--- config.mk ---
export PLATFORM = sky130hd
export DESIGN_NAME = psnf_accum
export DESIGN_NICKNAME = d
export VERILOG_FILES = /design/src/rtl/power_squelch_noise_floor_macros.svh /design/src/rtl/psnf_pkg.sv /design/src/rtl/psnf_accum.sv
export SDC_FILE = /design/constraint.sdc
export NUM_CORES = 1
export LEC_CHECK = 0
export BUFFER_PORTS_ARGS = -buffer_cell sky130_fd_sc_hd__buf_2
export CAP_MARGIN = 5
export CORE_MARGIN = 2
export CORE_UTILIZATION = 50
export CTS_CLUSTER_SIZE = 30
export DETAILED_ROUTE_END_ITERATION = 8
export HOLD_SLACK_MARGIN = 0.08
export PLACE_DENSITY = 0.67
export REMOVE_ABC_BUFFERS = 1
export SYNTH_ARGS = -nofsm -noshare
export SYNTH_HDL_FRONTEND = slang
export SYNTH_SLANG_ARGS = --single-unit
--- constraint.sdc ---
create_clock -name clk -period 12.1 [get_ports clk]
set_input_delay 1.21 -clock clk [delete_from_list [all_inputs] [get_ports clk]]
set_output_delay 1.21 -clock clk [all_outputs]
set_load 0.02 [all_outputs]
--- src/rtl/power_squelch_noise_floor_macros.svh ---
// Assertion helpers for the power squelch block.
`ifndef POWER_SQUELCH_NOISE_FLOOR_MACROS_SVH
`define POWER_SQUELCH_NOISE_FLOOR_MACROS_SVH

// same-cycle implication
`define PSNF_ASSERT_NOW(label, ante, cons, msg) \
	label: assert property (@(posedge clk) disable iff (!arst_n) (ante) |-> (cons)) \
		else $error(msg);

// next-cycle implication
`define PSNF_ASSERT_NEXT(label, ante, cons, msg) \
	label: assert property (@(posedge clk) disable iff (!arst_n) (ante) |=> (cons)) \
		else $error(msg);

`endif

--- src/rtl/psnf_pkg.sv ---
package psnf_pkg;

	localparam int SAMPLE_W = 16;
	localparam int SQ_W = 2 * SAMPLE_W - 1;
	localparam int LEVEL_W = 17;
	localparam int ENERGY_W = 43;
	localparam int COUNT_W = 13;
	localparam int FLOOR_W = 25;
	localparam int MANT_W = 31;
	localparam int LOG_STEPS = 16;
	localparam int PIDX_W = 6;
	localparam int LOG_W = PIDX_W + LOG_STEPS;
	localparam int DIFF_W = LOG_W + 2;
	localparam int DB_W = 26;
	localparam int SCALE_W = DIFF_W + DB_W;
	localparam int LMAG_W = SCALE_W - 32;
	localparam int WIDE_W = FLOOR_W + 1;
	localparam int RECIP_W = 26;
	localparam int QUO_W = WIDE_W + RECIP_W - 32;

	localparam logic [COUNT_W-1:0] MAX_BLOCK = COUNT_W'(4096);
	localparam logic [ENERGY_W-1:0] ENERGY_MAX = {ENERGY_W{1'b1}};
	localparam logic signed [LEVEL_W-1:0] LEVEL_MIN = -LEVEL_W'(46080);
	localparam logic [LMAG_W-1:0] LEVEL_MAG_MAX = LMAG_W'(46080);
	localparam logic [DB_W-1:0] DB_PER_LOG2 = DB_W'(50504453);
	localparam logic signed [DIFF_W-1:0] LOG_OFFSET = DIFF_W'(2 * (SAMPLE_W - 1) * 65536);
	localparam logic signed [FLOOR_W-1:0] FLOOR_RESET = -FLOOR_W'(6553600);
	localparam logic signed [LEVEL_W-1:0] THRESH_RESET = -LEVEL_W'(10240);
	localparam logic [RECIP_W-1:0] DIV100_RECIP = RECIP_W'(42949673);
	localparam logic [WIDE_W-1:0] DIV100_HALF = WIDE_W'(50);
	localparam logic signed [WIDE_W-1:0] DB3_Q16 = WIDE_W'(3 * 65536);
	localparam logic signed [WIDE_W-1:0] DB6_Q16 = WIDE_W'(6 * 65536);

	typedef struct packed {
		logic valid;
		logic [ENERGY_W-1:0] energy;
		logic [COUNT_W-1:0] count;
	} blk_t;

	typedef struct packed {
		logic valid;
		logic signed [LEVEL_W-1:0] level;
	} lvl_t;

endpackage

--- src/rtl/psnf_accum.sv ---
module psnf_accum (
	input  logic clk,
	input  logic arst_n,
	input  logic advance,
	input  logic in_valid,
	input  logic signed [psnf_pkg::SAMPLE_W-1:0] in_sample,
	input  logic in_last,
	output psnf_pkg::blk_t blk
);
	import psnf_pkg::*;

	logic valid_s1, last_s1;
	logic signed [SAMPLE_W-1:0] sample_s1;
	logic valid_s2, last_s2;
	logic [SQ_W-1:0] sq_s2;
	logic signed [2*SAMPLE_W-1:0] prod;
	logic [ENERGY_W-1:0] energy_q, energy_nxt;
	logic [COUNT_W-1:0] count_q, count_nxt;
	logic [ENERGY_W:0] sum;
	logic blk_valid_s3;
	logic [ENERGY_W-1:0] blk_energy_s3;
	logic [COUNT_W-1:0] blk_count_s3;

	always_ff @(posedge clk or negedge arst_n) begin
		if (!arst_n) begin
			valid_s1 <= 1'b0;
			valid_s2 <= 1'b0;
		end else if (advance) begin
			valid_s1 <= in_valid;
			valid_s2 <= valid_s1;
		end
	end

	assign prod = (2*SAMPLE_W)'(sample_s1) * (2*SAMPLE_W)'(sample_s1);

	always_ff @(posedge clk) begin
		if (advance) begin
			sample_s1 <= in_sample;
			last_s1 <= in_last;
			sq_s2 <= prod[SQ_W-1:0];
			last_s2 <= last_s1;
		end
	end

	assign sum = {1'b0, energy_q} + (ENERGY_W+1)'(sq_s2);

	always_comb begin
		if (count_q >= MAX_BLOCK) begin
			energy_nxt = ENERGY_MAX;
			count_nxt = MAX_BLOCK;
		end else begin
			energy_nxt = sum[ENERGY_W] ? ENERGY_MAX : sum[ENERGY_W-1:0];
			count_nxt = count_q + COUNT_W'(1);
		end
	end

	always_ff @(posedge clk or negedge arst_n) begin
		if (!arst_n) begin
			energy_q <= '0;
			count_q <= '0;
			blk_valid_s3 <= 1'b0;
		end else if (advance) begin
			blk_valid_s3 <= valid_s2 && last_s2;
			if (valid_s2) begin
				if (last_s2) begin
					energy_q <= '0;
					count_q <= '0;
				end else begin
					energy_q <= energy_nxt;
					count_q <= count_nxt;
				end
			end
		end
	end

	always_ff @(posedge clk) begin
		if (advance) begin
			blk_energy_s3 <= energy_nxt;
			blk_count_s3 <= count_nxt;
		end
	end

	assign blk = '{valid: blk_valid_s3, energy: blk_energy_s3, count: blk_count_s3};
endmodule

==> results of run 1 <==
-- metrics by stage --
step | instances | setup slack (ps)
2_1_floorplan | 1657 | 5700
3_3_place_gp | 2191 | 5230
3_5_place_dp | 2191 | 5000
4_1_cts | 2223 | 4970
5_1_grt | 2223 | 4360
6_report | 2223 | 4950
-- how the worst min path moves through the flow --
stage                           start                end  depth (start not counted)
global placement    last_s1$_DFFE_PP_  last_s2$_DFFE_PP_                          0
CTS                 last_s1$_DFFE_PP_  last_s2$_DFFE_PP_                          0
finish              last_s1$_DFFE_PP_  last_s2$_DFFE_PP_                          0
global route        last_s1$_DFFE_PP_  last_s2$_DFFE_PP_                          0
floorplan           last_s1$_DFFE_PP_  last_s2$_DFFE_PP_                          0
detailed placement  last_s1$_DFFE_PP_  last_s2$_DFFE_PP_                          0
-- area by class of cell --
type,instances,share of cell area
Clock buffer,19,0.0253
Clock inverter,13,0.00600
Timing Repair Buffer,86,0.0248
Sequential cell,163,0.251
Multi-Input combinational cell,1133,0.589
Tap cell,448,0.0305
Inverter,361,0.0738
-- routing by layer --
layer / vias up / GRT usage / part of all wire / wire (um)
li1: 5670 / - / - / -
met1: 5948 / 0.300 / 0.44 / 16600
met2: 293 / 0.388 / 0.49 / 18200
met3: 55 / 0.0294 / 0.046 / 1720
met4: 0 / 0.0682 / 0.024 / 909
met5: - / 0 / 0 / 0
-- critical path, delay by kind of cell (launching register included) --
family	cells	cell delay, ps
flip-flops	1	680
adder cells (fa/ha/maj)	7	3640
buffers and inverters	3	480
XOR/XNOR	1	130
AO/OA/AOI/OAI	5	1290
AND/OR/NAND/NOR	3	670
-- sequential cells by signal, summed over array words and instances, names as in the netlist --
signal         count
sample_s1         16
valid_s2           1
sq_s2             30
count_q           13
blk_valid_s3       1
valid_s1           1
energy_q          43
last_s1            1
last_s2            1
blk_count_s3      13
blk_energy_s3     43
-- Yosys cell counts, types with 11 or more instances --
library cell / n
nand2b_1: 11
fa_1: 232
inv_1: 360
and3_1: 18
dfrtp_1: 59
xnor2_1: 46
and2_1: 38
a21oi_1: 59
a211oi_1: 22
nand2_1: 154
or3_1: 13
o21ai_0: 56
edfxtp_1: 104
a21o_1: 28
nor2_1: 86
a22o_1: 37
xor2_1: 20
ha_1: 117
nand3_1: 22
clkbuf_1: 46
o21a_1: 20
nor4_1: 15
nor3_1: 22
-- kinds of logic after synthesis --
family | Yosys count | synth area share
buf+inv | 417 | 0.0932
compound gates | 301 | 0.125
xor+xnor | 66 | 0.0340
fa+ha+maj | 349 | 0.359
flops | 163 | 0.271
simple gates | 411 | 0.114
mux | 6 | 0.00383
==> reports/metrics.sh, run 1 <==
CLKLATENCYLATEPIN_PS=450
RUN_STATUS='complete, no violations'
MAX_CAP_VIOLATIONS=0
TNS_PS=0
DESIGN.CORE.AREA_MM2=0.0335
GRT_FIRST_PASS_WIRELENGTH_UM=63600
DIEWIDTH_UM=188
CRIT_START='sample_s1[15]$_DFFE_PP_'
MOSTFREQUENTLAYOUTCELLS='inv_1, fa_1, nand2_1'
WORST_SLEW_PIN_SLEW_PS=882
WORSTSETUPSTARTPOINTTYPE='flip-flop'
ANTENNA_FOUND_INITIAL=0
N_FILL_CELL=2946
CRIT_PATH_CELL_TRACE='inv_1 -> nor2_1 -> fa_1 -> fa_1 -> fa_1 -> fa_1 -> fa_1 -> inv_1 -> fa_1 -> inv_1 -> ha_1 -> and3_1 -> nand4_1 -> a2111oi_0 -> o21ai_0 -> a31oi_1 -> a211o_1 -> a21oi_1 -> xnor2_1'
WORST-ENDPOINT-ARRIVAL_PS=7340
SYNTH_ENABLE_FLOP_CELLS=104
AVERAGE_INSTANCE_AREA_AFTER_SYNTHESIS_UM2=9.92
CP_COMMON_CELL='fa_1'
SYNTHTOPCELLSBYAREA='fa_1, edfxtp_1, dfrtp_1'
POST_DRT_VIA_CELL_RATIO=5.38
DRV_SLEW=0
DRIVE_GT1_FRAC=0.0772
ANTENNA_LEFT=0
CORE.ROWCOUNT=67
TIMING.CRITICAL_PATH.FANOUT_MAX=17
INSERTEDDIODECOUNT=0
CP_SLOWEST_CELL='fa_1'
POST_CTS_HOLD_BUFFER_COUNT=0
FLOORPLAN.DIE_AREA_MM2=0.0355
CLOCK_SKEW_PS=11.6
ROOT_BUFFER='clkbuf_16'
FINALWIRELENGTH_UM=37400
POST_SYNTH_NUM_CELL_TYPES=68
GRT_OVERFLOW=0
TIMING_WORST_SETUP_PATH_TYPE='reg2reg'
OVERALL_DIE_HEIGHT_UM=188
SYNTH_TOP_AREA_CELL='fa_1'
CTS_INSERTED_BUFFERS=17
FINAL-SEQ-AREA_MM2=0.00460
SYNTH-SEQ-CELLS=163
GRT_START_MAX_NET_PINS=60
PLACE.GP.CONGESTION=0.896
POST_SYNTH_INST_COUNT=1713
POST-CTS-SETUP-BUFFER-COUNT=0
SYNTH-ASYNC-RESET-RATIO=0.362
NUM_VIAS=11966
CRITICAL_PATH_REQUIRED_PS=12290
CRIT_SHARE_POST_ROUTE=0.591
DETAILED_PLACE.AREA_MM2=0.0178
FINALINSTANCEAREA_MM2=0.0184
SETUP.REG_TO_REG.WORST_SLACK_PS=4950
SYNTH_TOP_CELL_AREA_SHARE=0.273
WORST_R2R_STARTPOINT='sample_s1[15]$_DFFE_PP_'
WORST_SETUP_PATH_END_KIND='flip-flop'
DRT_FIRST_ITER_VIOLATIONS=755
ROUTED_WIRE_LENGTH_PER_INSTANCE_UM=16.8
SYNTH.YOSYS.WARNINGS=0
MAX_STAGE_DELAY_PS=690
CTS_MAX_LEVEL=4
DRT_FIRST_PASS_ITERS=5
REG2REG_DEPTH=19
ACHIEVABLE-FREQUENCY_MHz=140
REMAINING_DRC_ERRORS=0
SLEW_HEADROOM=0.412
IOS=78
PERIOD_MINUS_SLACK_PS=7150
CRIT_END='sq_s2[30]$_DFFE_PP_'
AREA.GROWTH.SYNTH_TO_FINAL_PCT=8.02
TIMING.FINAL.SETUP_VIOLATIONS=0
CTS.SINKS=163
POST_SYNTH_INSTANCE_AREA_MM2=0.0170
INITIAL_CORE_UTIL=0.507
MULTI_INPUT_AREA_MM2=0.0108
UNREPAIRED_SETUP_ENDPOINTS_AFTER_GLOBAL_ROUTING='no'
FINAL_COMMON_CELL='inv_1'
CLOCK_PATH_BUFFERS=2
POST_CTS.RESIZED_INSTANCES=0
FIN_NETS=2132
WORST_R2R_ENDPOINT='sq_s2[30]$_DFFE_PP_'
SYNTHFLOPTYPE='edfxtp_1'
FINAL_CORE_UTILIZATION=0.548
GLOBALROUTETOTALUTIL=0.226
VIAS_IN_THE_FIRST_GLOBAL_ROUTE=12551
TIMING_HOLD_VIOLATIONS_FINAL=0
PORTBUFFERS=77
HOLD_CLASS='reg2reg'
PLACE.DETAILED.HPWL_UM=29000
HOLD-WORST-SLACK_PS=423
CTS_TREE='done'
SYNTH_SEQUENTIAL_AREA_RATIO=0.271
CTS.REPORTEDPATHS.CLKPINSLEW_PS=70
Power of run 1 is left out: the tool's default activity adds up to more than one toggle a clock period on the data nets, which glitch-free logic cannot reach.
==> run 2, diff against run 1 <==
==> constraint.sdc (replaced) <==
create_clock -name clk -period 7.35 [get_ports clk]
set_input_delay 0.735 -clock clk [delete_from_list [all_inputs] [get_ports clk]]
set_output_delay 0.735 -clock clk [all_outputs]
set_load 0.02 [all_outputs]
==> run 2 against run 1 <==
Sequential cell count unchanged; wire length increased by 2.7%; final cell count increased by 0.99%; setup slack got worse by 4500 ps; sequential share of layout area decreased by 0.26 points; via count increased by 1.1%; highest routed layer unchanged; count of clock-buffer cells in the layout decreased by 2; register-to-register slack got worse by 4500 ps; critical path type unchanged; clock skew about the same; critical path depth increased by 2; global-route usage increased by 0.24 points.
==> reports/metrics.sh, run 2 (synthesis results as in run 1) <==
CTS_MAX_LEVEL=4  # unchanged
GRT_FIRST_PASS_WIRELENGTH_UM=64000  # was 63600 um
TNS_PS=0  # unchanged
SLEW_HEADROOM=0.400  # was 0.412
CTS.SINKS=163  # unchanged
PLACE.GP.CONGESTION=0.946  # was 0.896
RUN_STATUS='complete, no violations'  # unchanged
GROUTE.LAYER.MET3.USAGE=0.0380  # was 0.0294
CLOCK_PATH_BUFFERS=2  # unchanged
MULTI_INPUT_AREA_MM2=0.0108  # unchanged
WORST-ENDPOINT-ARRIVAL_PS=7120  # was 7340 ps
DRT_FIRST_ITER_VIOLATIONS=630  # was 755
ANTENNA_LEFT=0  # unchanged
CTS_TREE='done'  # unchanged
CLOCK_SKEW_PS=11.8  # was 11.6 ps
GRT_OVERFLOW=0  # unchanged
LARGEST_REGISTERS='blk_energy_s3 (43), energy_q (43), sq_s2 (30)'  # unchanged
NUM_VIAS=12100  # was 11966
GLOBAL_ROUTE.USAGE.MET2=0.390  # was 0.388
POST_CTS_HOLD_BUFFER_COUNT=0  # unchanged
PERIOD_MINUS_SLACK_PS=6930  # was 7150 ps
FIN_NETS=2152  # was 2132
PLACE.DETAILED.HPWL_UM=30100  # was 29000 um
GRT_BUSIEST_LAYER='met2'  # unchanged
MAX_CAP_VIOLATIONS=0  # unchanged
FINALINSTANCEAREA_MM2=0.0186  # was 0.0184 mm^2
CTS_INSERTED_BUFFERS=17  # unchanged
CRITICAL_PATH_REQUIRED_PS=7540  # was 12290 ps
DRV_SLEW=0  # unchanged
CTS.REPORTEDPATHS.CLKPINSLEW_PS=80  # was 70 ps
GRT_START_MAX_NET_PINS=60  # unchanged
DESIGN.CORE.AREA_MM2=0.0335  # unchanged
ROUTED_WIRE_LENGTH_PER_INSTANCE_UM=17.1  # was 16.8 um
IOS=78  # unchanged
N_FILL_CELL=3014  # was 2946
HOLD_CLASS='reg2reg'  # unchanged
UNREPAIRED_SETUP_ENDPOINTS_AFTER_GLOBAL_ROUTING='no'  # unchanged
DETAILED_PLACE.AREA_MM2=0.0179  # was 0.0178 mm^2
ANTENNA_FOUND_INITIAL=3  # was 0
CLKLATENCYLATEPIN_PS=450  # about the same
CRIT_SHARE_POST_ROUTE=0.943  # was 0.591
CORE.ROWCOUNT=67  # unchanged
WORST_SETUP_PATH_END_KIND='flip-flop'  # unchanged
WORST_SLEW_PIN_SLEW_PS=899  # was 882 ps
POST_CTS.RESIZED_INSTANCES=0  # unchanged
DRIVE_GT1_FRAC=0.0875  # was 0.0772
FLOORPLAN.DIE_AREA_MM2=0.0355  # unchanged
REMAINING_DRC_ERRORS=0  # unchanged
WORSTSETUPSTARTPOINTTYPE='flip-flop'  # unchanged
FINALWIRELENGTH_UM=38500  # was 37400 um
DIEWIDTH_UM=188  # unchanged
ROOT_BUFFER='clkbuf_16'  # unchanged
AREA.GROWTH.SYNTH_TO_FINAL_PCT=9.16  # was 8.02%
GLOBAL_ROUTE.USAGE.MET1=0.295  # was 0.300
FINAL-SEQ-AREA_MM2=0.00460  # unchanged
TIMING_WORST_SETUP_PATH_TYPE='reg2reg'  # unchanged
POST-CTS-SETUP-BUFFER-COUNT=0  # unchanged
TIMING_HOLD_VIOLATIONS_FINAL=0  # unchanged
POST_DRT_VIA_CELL_RATIO=5.39  # was 5.38
DRT_FIRST_PASS_ITERS=5  # unchanged
GLOBALROUTETOTALUTIL=0.228  # was 0.226
INITIAL_CORE_UTIL=0.507  # unchanged
ACHIEVABLE-FREQUENCY_MHz=144  # was 140 MHz
TIMING.FINAL.SETUP_VIOLATIONS=0  # unchanged
PORTBUFFERS=77  # unchanged
VIAS_IN_THE_FIRST_GLOBAL_ROUTE=12773  # was 12551
TIMING.CRITICAL_PATH.FANOUT_MAX=11  # was 17
FINAL_COMMON_CELL='inv_1'  # unchanged
OVERALL_DIE_HEIGHT_UM=188  # unchanged
MOSTFREQUENTLAYOUTCELLS='inv_1, fa_1, nand2_1'  # unchanged
[run 2: changes by cell type in the layout (fill, tap and decap cells not counted)]
cell       delta
buf_4        +20
bufinv_16     +2
clkinv_2      -2
diode_2       +2
clkbuf_16     -1
clkbuf_8      -1
clkinv_4      +1
clkinv_8      +1
inv_6         -1
inv_8         +1
[run 2: path summary, 6_finish.rpt]
path,startpoint,to,slack (ps),depth (start not counted)
worst max-delay path,sample_s1[15]$_DFFE_PP_,sq_s2[30]$_DFFE_PP_,420,21
worst min-delay path,last_s1$_DFFE_PP_,last_s2$_DFFE_PP_,420,0
worst max register to register,sample_s1[15]$_DFFE_PP_,sq_s2[30]$_DFFE_PP_,420,21
worst min register to register,last_s1$_DFFE_PP_,last_s2$_DFFE_PP_,420,0
max in group asynchronous,arst_n,blk_valid_s3$_DFFE_PN0P_,6330,2
min in group asynchronous,arst_n,energy_q[1]$_DFFE_PN0P_,450,2
[run 2: worst max-delay path: stages (launching register included)]
cell,delay [ps]
edfxtp_1,480
buf_4,220
and2_1,240
fa_1,700
inv_1,130
fa_1,500
inv_1,60
fa_1,540
fa_1,440
fa_1,540
inv_1,60
fa_1,530
inv_1,40
ha_1,360
and3_1,240
nand4_1,140
a2111oi_0,390
o21ai_0,230
a31oi_1,410
a211o_1,190
a21oi_1,70
xnor2_1,140
[run 2: routing by layer]
layer | wire length, um | vias up
met5 | 0 | -
met3 | 1700 | 60
met1 | 16900 | 6025
met4 | 980 | 0
met2 | 18800 | 292
li1 | - | 5723
[run 2: final cells by class]
type	count	share of cell area
Sequential cell	163	0.248
Multi-Input combinational cell	1133	0.583
Clock inverter	15	0.0101
Tap cell	448	0.0302
Clock buffer	17	0.0229
Timing Repair Buffer	106	0.0326
Inverter	361	0.0730
Antenna cell	2	0.000270
[run 2: metrics by stage]
| stage | hold WS (ps) | setup slack, ps | std cells | utilization |
|---|---|---|---|---|
| final | 422 | 418 | 2245 | 0.553 |
| after global routing | 432 | 22.3 | 2245 | 0.553 |
| after CTS | 420 | 278 | 2234 | 0.551 |
| after detailed placement | 405 | 316 | 2202 | 0.533 |
| after global placement | 402 | 637 | 2202 | 0.533 |
| after floorplan | 400 | 954 | 1657 | - |
Power of run 2 is left out for the same reason.
==> run 3, diff against run 2 <==
--- a/config.mk
+++ b/config.mk
@@ -7,12 +7,14 @@
 export LEC_CHECK = 0
 export BUFFER_PORTS_ARGS = -buffer_cell sky130_fd_sc_hd__buf_2
 export CAP_MARGIN = 5
+export CELL_PAD_IN_SITES_DETAIL_PLACEMENT = 0
+export CELL_PAD_IN_SITES_GLOBAL_PLACEMENT = 1
 export CORE_MARGIN = 2
 export CORE_UTILIZATION = 50
 export CTS_CLUSTER_SIZE = 30
 export DETAILED_ROUTE_END_ITERATION = 8
 export HOLD_SLACK_MARGIN = 0.08
-export PLACE_DENSITY = 0.67
+export PLACE_DENSITY_LB_ADDON = 0.1
 export REMOVE_ABC_BUFFERS = 1
 export SYNTH_ARGS = -nofsm -noshare
 export SYNTH_HDL_FRONTEND = slang
==> run 3 against run 2 <==
Design area hardly changed; die area stayed put; final cell count is 0.13% lower; global-route usage is 0.061 points higher; setup slack better by 130 ps; maximum frequency is 1.9% higher; core utilization hardly changed; non-clock buffer count is 1 lower; worst hold slack better by 19 ps; sequential cell count stayed put; critical path type unchanged; critical endpoint unchanged; largest cell class unchanged; highest routed layer unchanged.
==> reports/metrics.sh, run 3 (synthesis results as in run 1) <==
RUN_STATUS='complete, no violations'  # unchanged
DETAILROUTE.WIRELENGTH.MET3_UM=1410  # was 1700 um
CLOCK_PATH_BUFFERS=2  # unchanged
REMAINING_DRC_ERRORS=0  # unchanged
VIAS_IN_THE_FIRST_GLOBAL_ROUTE=12124  # was 12773
CP_COMMON_CELL='fa_1'  # unchanged
AREA.GROWTH.SYNTH_TO_FINAL_PCT=9.11  # was 9.16%
CTS_MAX_LEVEL=4  # unchanged
SETUP.REG_TO_REG.WORST_SLACK_PS=540  # was 420 ps
IOS=78  # unchanged
REG2REG_DEPTH=22  # was 21
ANTENNA_LEFT=0  # unchanged
CP_TOP_FAMILY='adder cells'  # unchanged
OVERALL_DIE_HEIGHT_UM=188  # unchanged
PERIOD_MINUS_SLACK_PS=6810  # was 6930 ps
GLOBALROUTETOTALUTIL=0.229  # was 0.228
HOLDCRITSTARTPOINT='in_sample[6]'  # was last_s1$_DFFE_PP_
INITIAL_CORE_UTIL=0.507  # unchanged
ROOT_BUFFER='clkbuf_16'  # unchanged
WORST_SETUP_PATH_END_KIND='flip-flop'  # unchanged
FINALWIRELENGTH_UM=38100  # was 38500 um
WORSTHOLDENDPOINT='sample_s1[6]$_DFFE_PP_'  # was last_s2$_DFFE_PP_
DRT_FIRST_ITER_VIOLATIONS=530  # was 630
POST_CTS_HOLD_BUFFER_COUNT=0  # unchanged
CRITICAL_PATH.N_BUFFERS_INVERTERS=6  # was 5
FIN_NETS=2151  # was 2152
WORST_R2R_STARTPOINT='sample_s1[15]$_DFFE_PP_'  # unchanged
HOLD_CLASS='in2reg'  # was reg2reg
ROUTED_WIRE_LENGTH_PER_INSTANCE_UM=17.0  # was 17.1 um
CTS_INSERTED_BUFFERS=17  # unchanged
TIMING_HOLD_VIOLATIONS_FINAL=0  # unchanged
WORSTSETUPSTARTPOINTTYPE='flip-flop'  # unchanged
GRT_FIRST_PASS_WIRELENGTH_UM=63900  # was 64000 um
ANTENNA_FOUND_INITIAL=0  # was 3
CORE.ROWCOUNT=67  # unchanged
DRIVE_GT1_FRAC=0.0875  # about the same
TNS_PS=0  # unchanged
POST_DRT_VIA_CELL_RATIO=5.23  # was 5.39
WORST-ENDPOINT-ARRIVAL_PS=7010  # was 7120 ps
ACHIEVABLE-FREQUENCY_MHz=147  # was 144 MHz
CP_SLOWEST_CELL='fa_1'  # unchanged
HOLDPATHSTAGES=1  # was 0
GRT_OVERFLOW=0  # unchanged
MAX_STAGE_DELAY_PS=550  # was 700 ps
FINAL_CORE_UTILIZATION=0.553  # about the same
INSERTEDDIODECOUNT=0  # was 2
CLOCK_SKEW_PS=21.0  # was 11.8 ps
DIEWIDTH_UM=188  # unchanged
UNREPAIRED_SETUP_ENDPOINTS_AFTER_GLOBAL_ROUTING='no'  # unchanged
LARGEST_REGISTERS='blk_energy_s3 (43), energy_q (43), sq_s2 (30)'  # unchanged
PLACE.DETAILED.HPWL_UM=29800  # was 30100 um
CLKLATENCYLATEPIN_PS=460  # was 450 ps
TIMING.CRITICAL_PATH.FANOUT_MAX=10  # was 11
WL_MET2_UM=17600  # was 18800 um
NUM_VIAS=11715  # was 12100
TIMING_WORST_SETUP_PATH_TYPE='reg2reg'  # unchanged
MET1WIRELENGTH_UM=18500  # was 16900 um
GRT_START_MAX_NET_PINS=77  # was 60
PLACE.GP.CONGESTION=0.851  # was 0.946
WORST_SLEW_PIN_SLEW_PS=980  # was 899 ps
CRIT_SHARE_POST_ROUTE=0.926  # was 0.943
TIMING.FINAL.SETUP_VIOLATIONS=0  # unchanged
MAX_CAP_VIOLATIONS=0  # unchanged
CTS.REPORTEDPATHS.CLKPINSLEW_PS=80  # about the same
CRIT_PATH_CELL_TRACE='inv_1 -> buf_4 -> nor2_1 -> fa_1 -> inv_1 -> fa_1 -> inv_1 -> fa_1 -> fa_1 -> fa_1 -> inv_1 -> fa_1 -> inv_1 -> ha_1 -> and3_1 -> nand4_1 -> a2111oi_0 -> o21ai_0 -> a31oi_2 -> a211o_1 -> a21oi_1 -> xnor2_1'  # was buf_4 -> and2_1 -> fa_1 -> inv_1 -> fa_1 -> inv_1 -> fa_1 -> fa_1 -> fa_1 -> inv_1 -> fa_1 -> inv_1 -> ha_1 -> and3_1 -> nand4_1 -> a2111oi_0 -> o21ai_0 -> a31oi_1 -> a211o_1 -> a21oi_1 -> xnor2_1
SLEW_HEADROOM=0.347  # was 0.400
DRT_FIRST_PASS_ITERS=5  # unchanged
DRV_SLEW=0  # unchanged
TOP_SIGNAL_LAYER_USED='met4'  # unchanged
PORTBUFFERS=77  # unchanged
CRITICAL_PATH_REQUIRED_PS=7550  # was 7540 ps
DESIGN.CORE.AREA_MM2=0.0335  # unchanged
WORST_R2R_ENDPOINT='sq_s2[30]$_DFFE_PP_'  # unchanged
FINAL_COMMON_CELL='inv_1'  # unchanged
MOSTFREQUENTLAYOUTCELLS='inv_1, fa_1, nand2_1'  # unchanged
FLOORPLAN.DIE_AREA_MM2=0.0355  # unchanged
CTS_TREE='done'  # unchanged
CTS.SINKS=163  # unchanged
==> run 3: cell type report <==
type,count,area (um^2)
fill,3037,15000
multi-input combinational,1133,10800
sequential,163,4600
inverter,361,1360
timing repair buffer,105,598
tap,448,561
clock buffer,20,467
clock inverter,12,144
==> run 3: routing by layer <==
metal	vias to the layer above	GRT usage
met5	-	0
met4	0	0.0559
met3	38	0.0281
met2	211	0.376
met1	5751	0.325
li1	5715	-
==> run 3: how the worst max path moves through the flow <==
stage                                        from             endpoint  slack, ps  cells past startpoint
after floorplan           sample_s1[15]$_DFFE_PP_  sq_s2[30]$_DFFE_PP_        950                     21
after global placement     sample_s1[5]$_DFFE_PP_  sq_s2[30]$_DFFE_PP_        660                     19
after detailed placement  sample_s1[15]$_DFFE_PP_  sq_s2[30]$_DFFE_PP_        460                     22
after CTS                 sample_s1[15]$_DFFE_PP_  sq_s2[30]$_DFFE_PP_        430                     22
after global routing      sample_s1[15]$_DFFE_PP_  sq_s2[30]$_DFFE_PP_         20                     21
final                     sample_s1[15]$_DFFE_PP_  sq_s2[30]$_DFFE_PP_        540                     22
==> run 3: through the flow <==
stage          instances  setup slack (ps)  hold slack (ps)  cell area (um^2)
4_1_cts             2236               425              423             18500
2_1_floorplan       1657               954              400             16800
3_5_place_dp        2204               460              423             17900
5_1_grt             2242              19.5              433             18500
6_report            2242               544              440             18500
3_3_place_gp        2204               659              419             17900
==> run 3: what timing repair did <==
| item | 4_1_cts | 5_1_grt |
|---|---|---|
| gates resized for setup | 0 | 1 |
| endpoints found under the setup margin | 0 | 2 |
| setup buffers | 0 | 6 |
Power of run 3 is left out for the same reason.
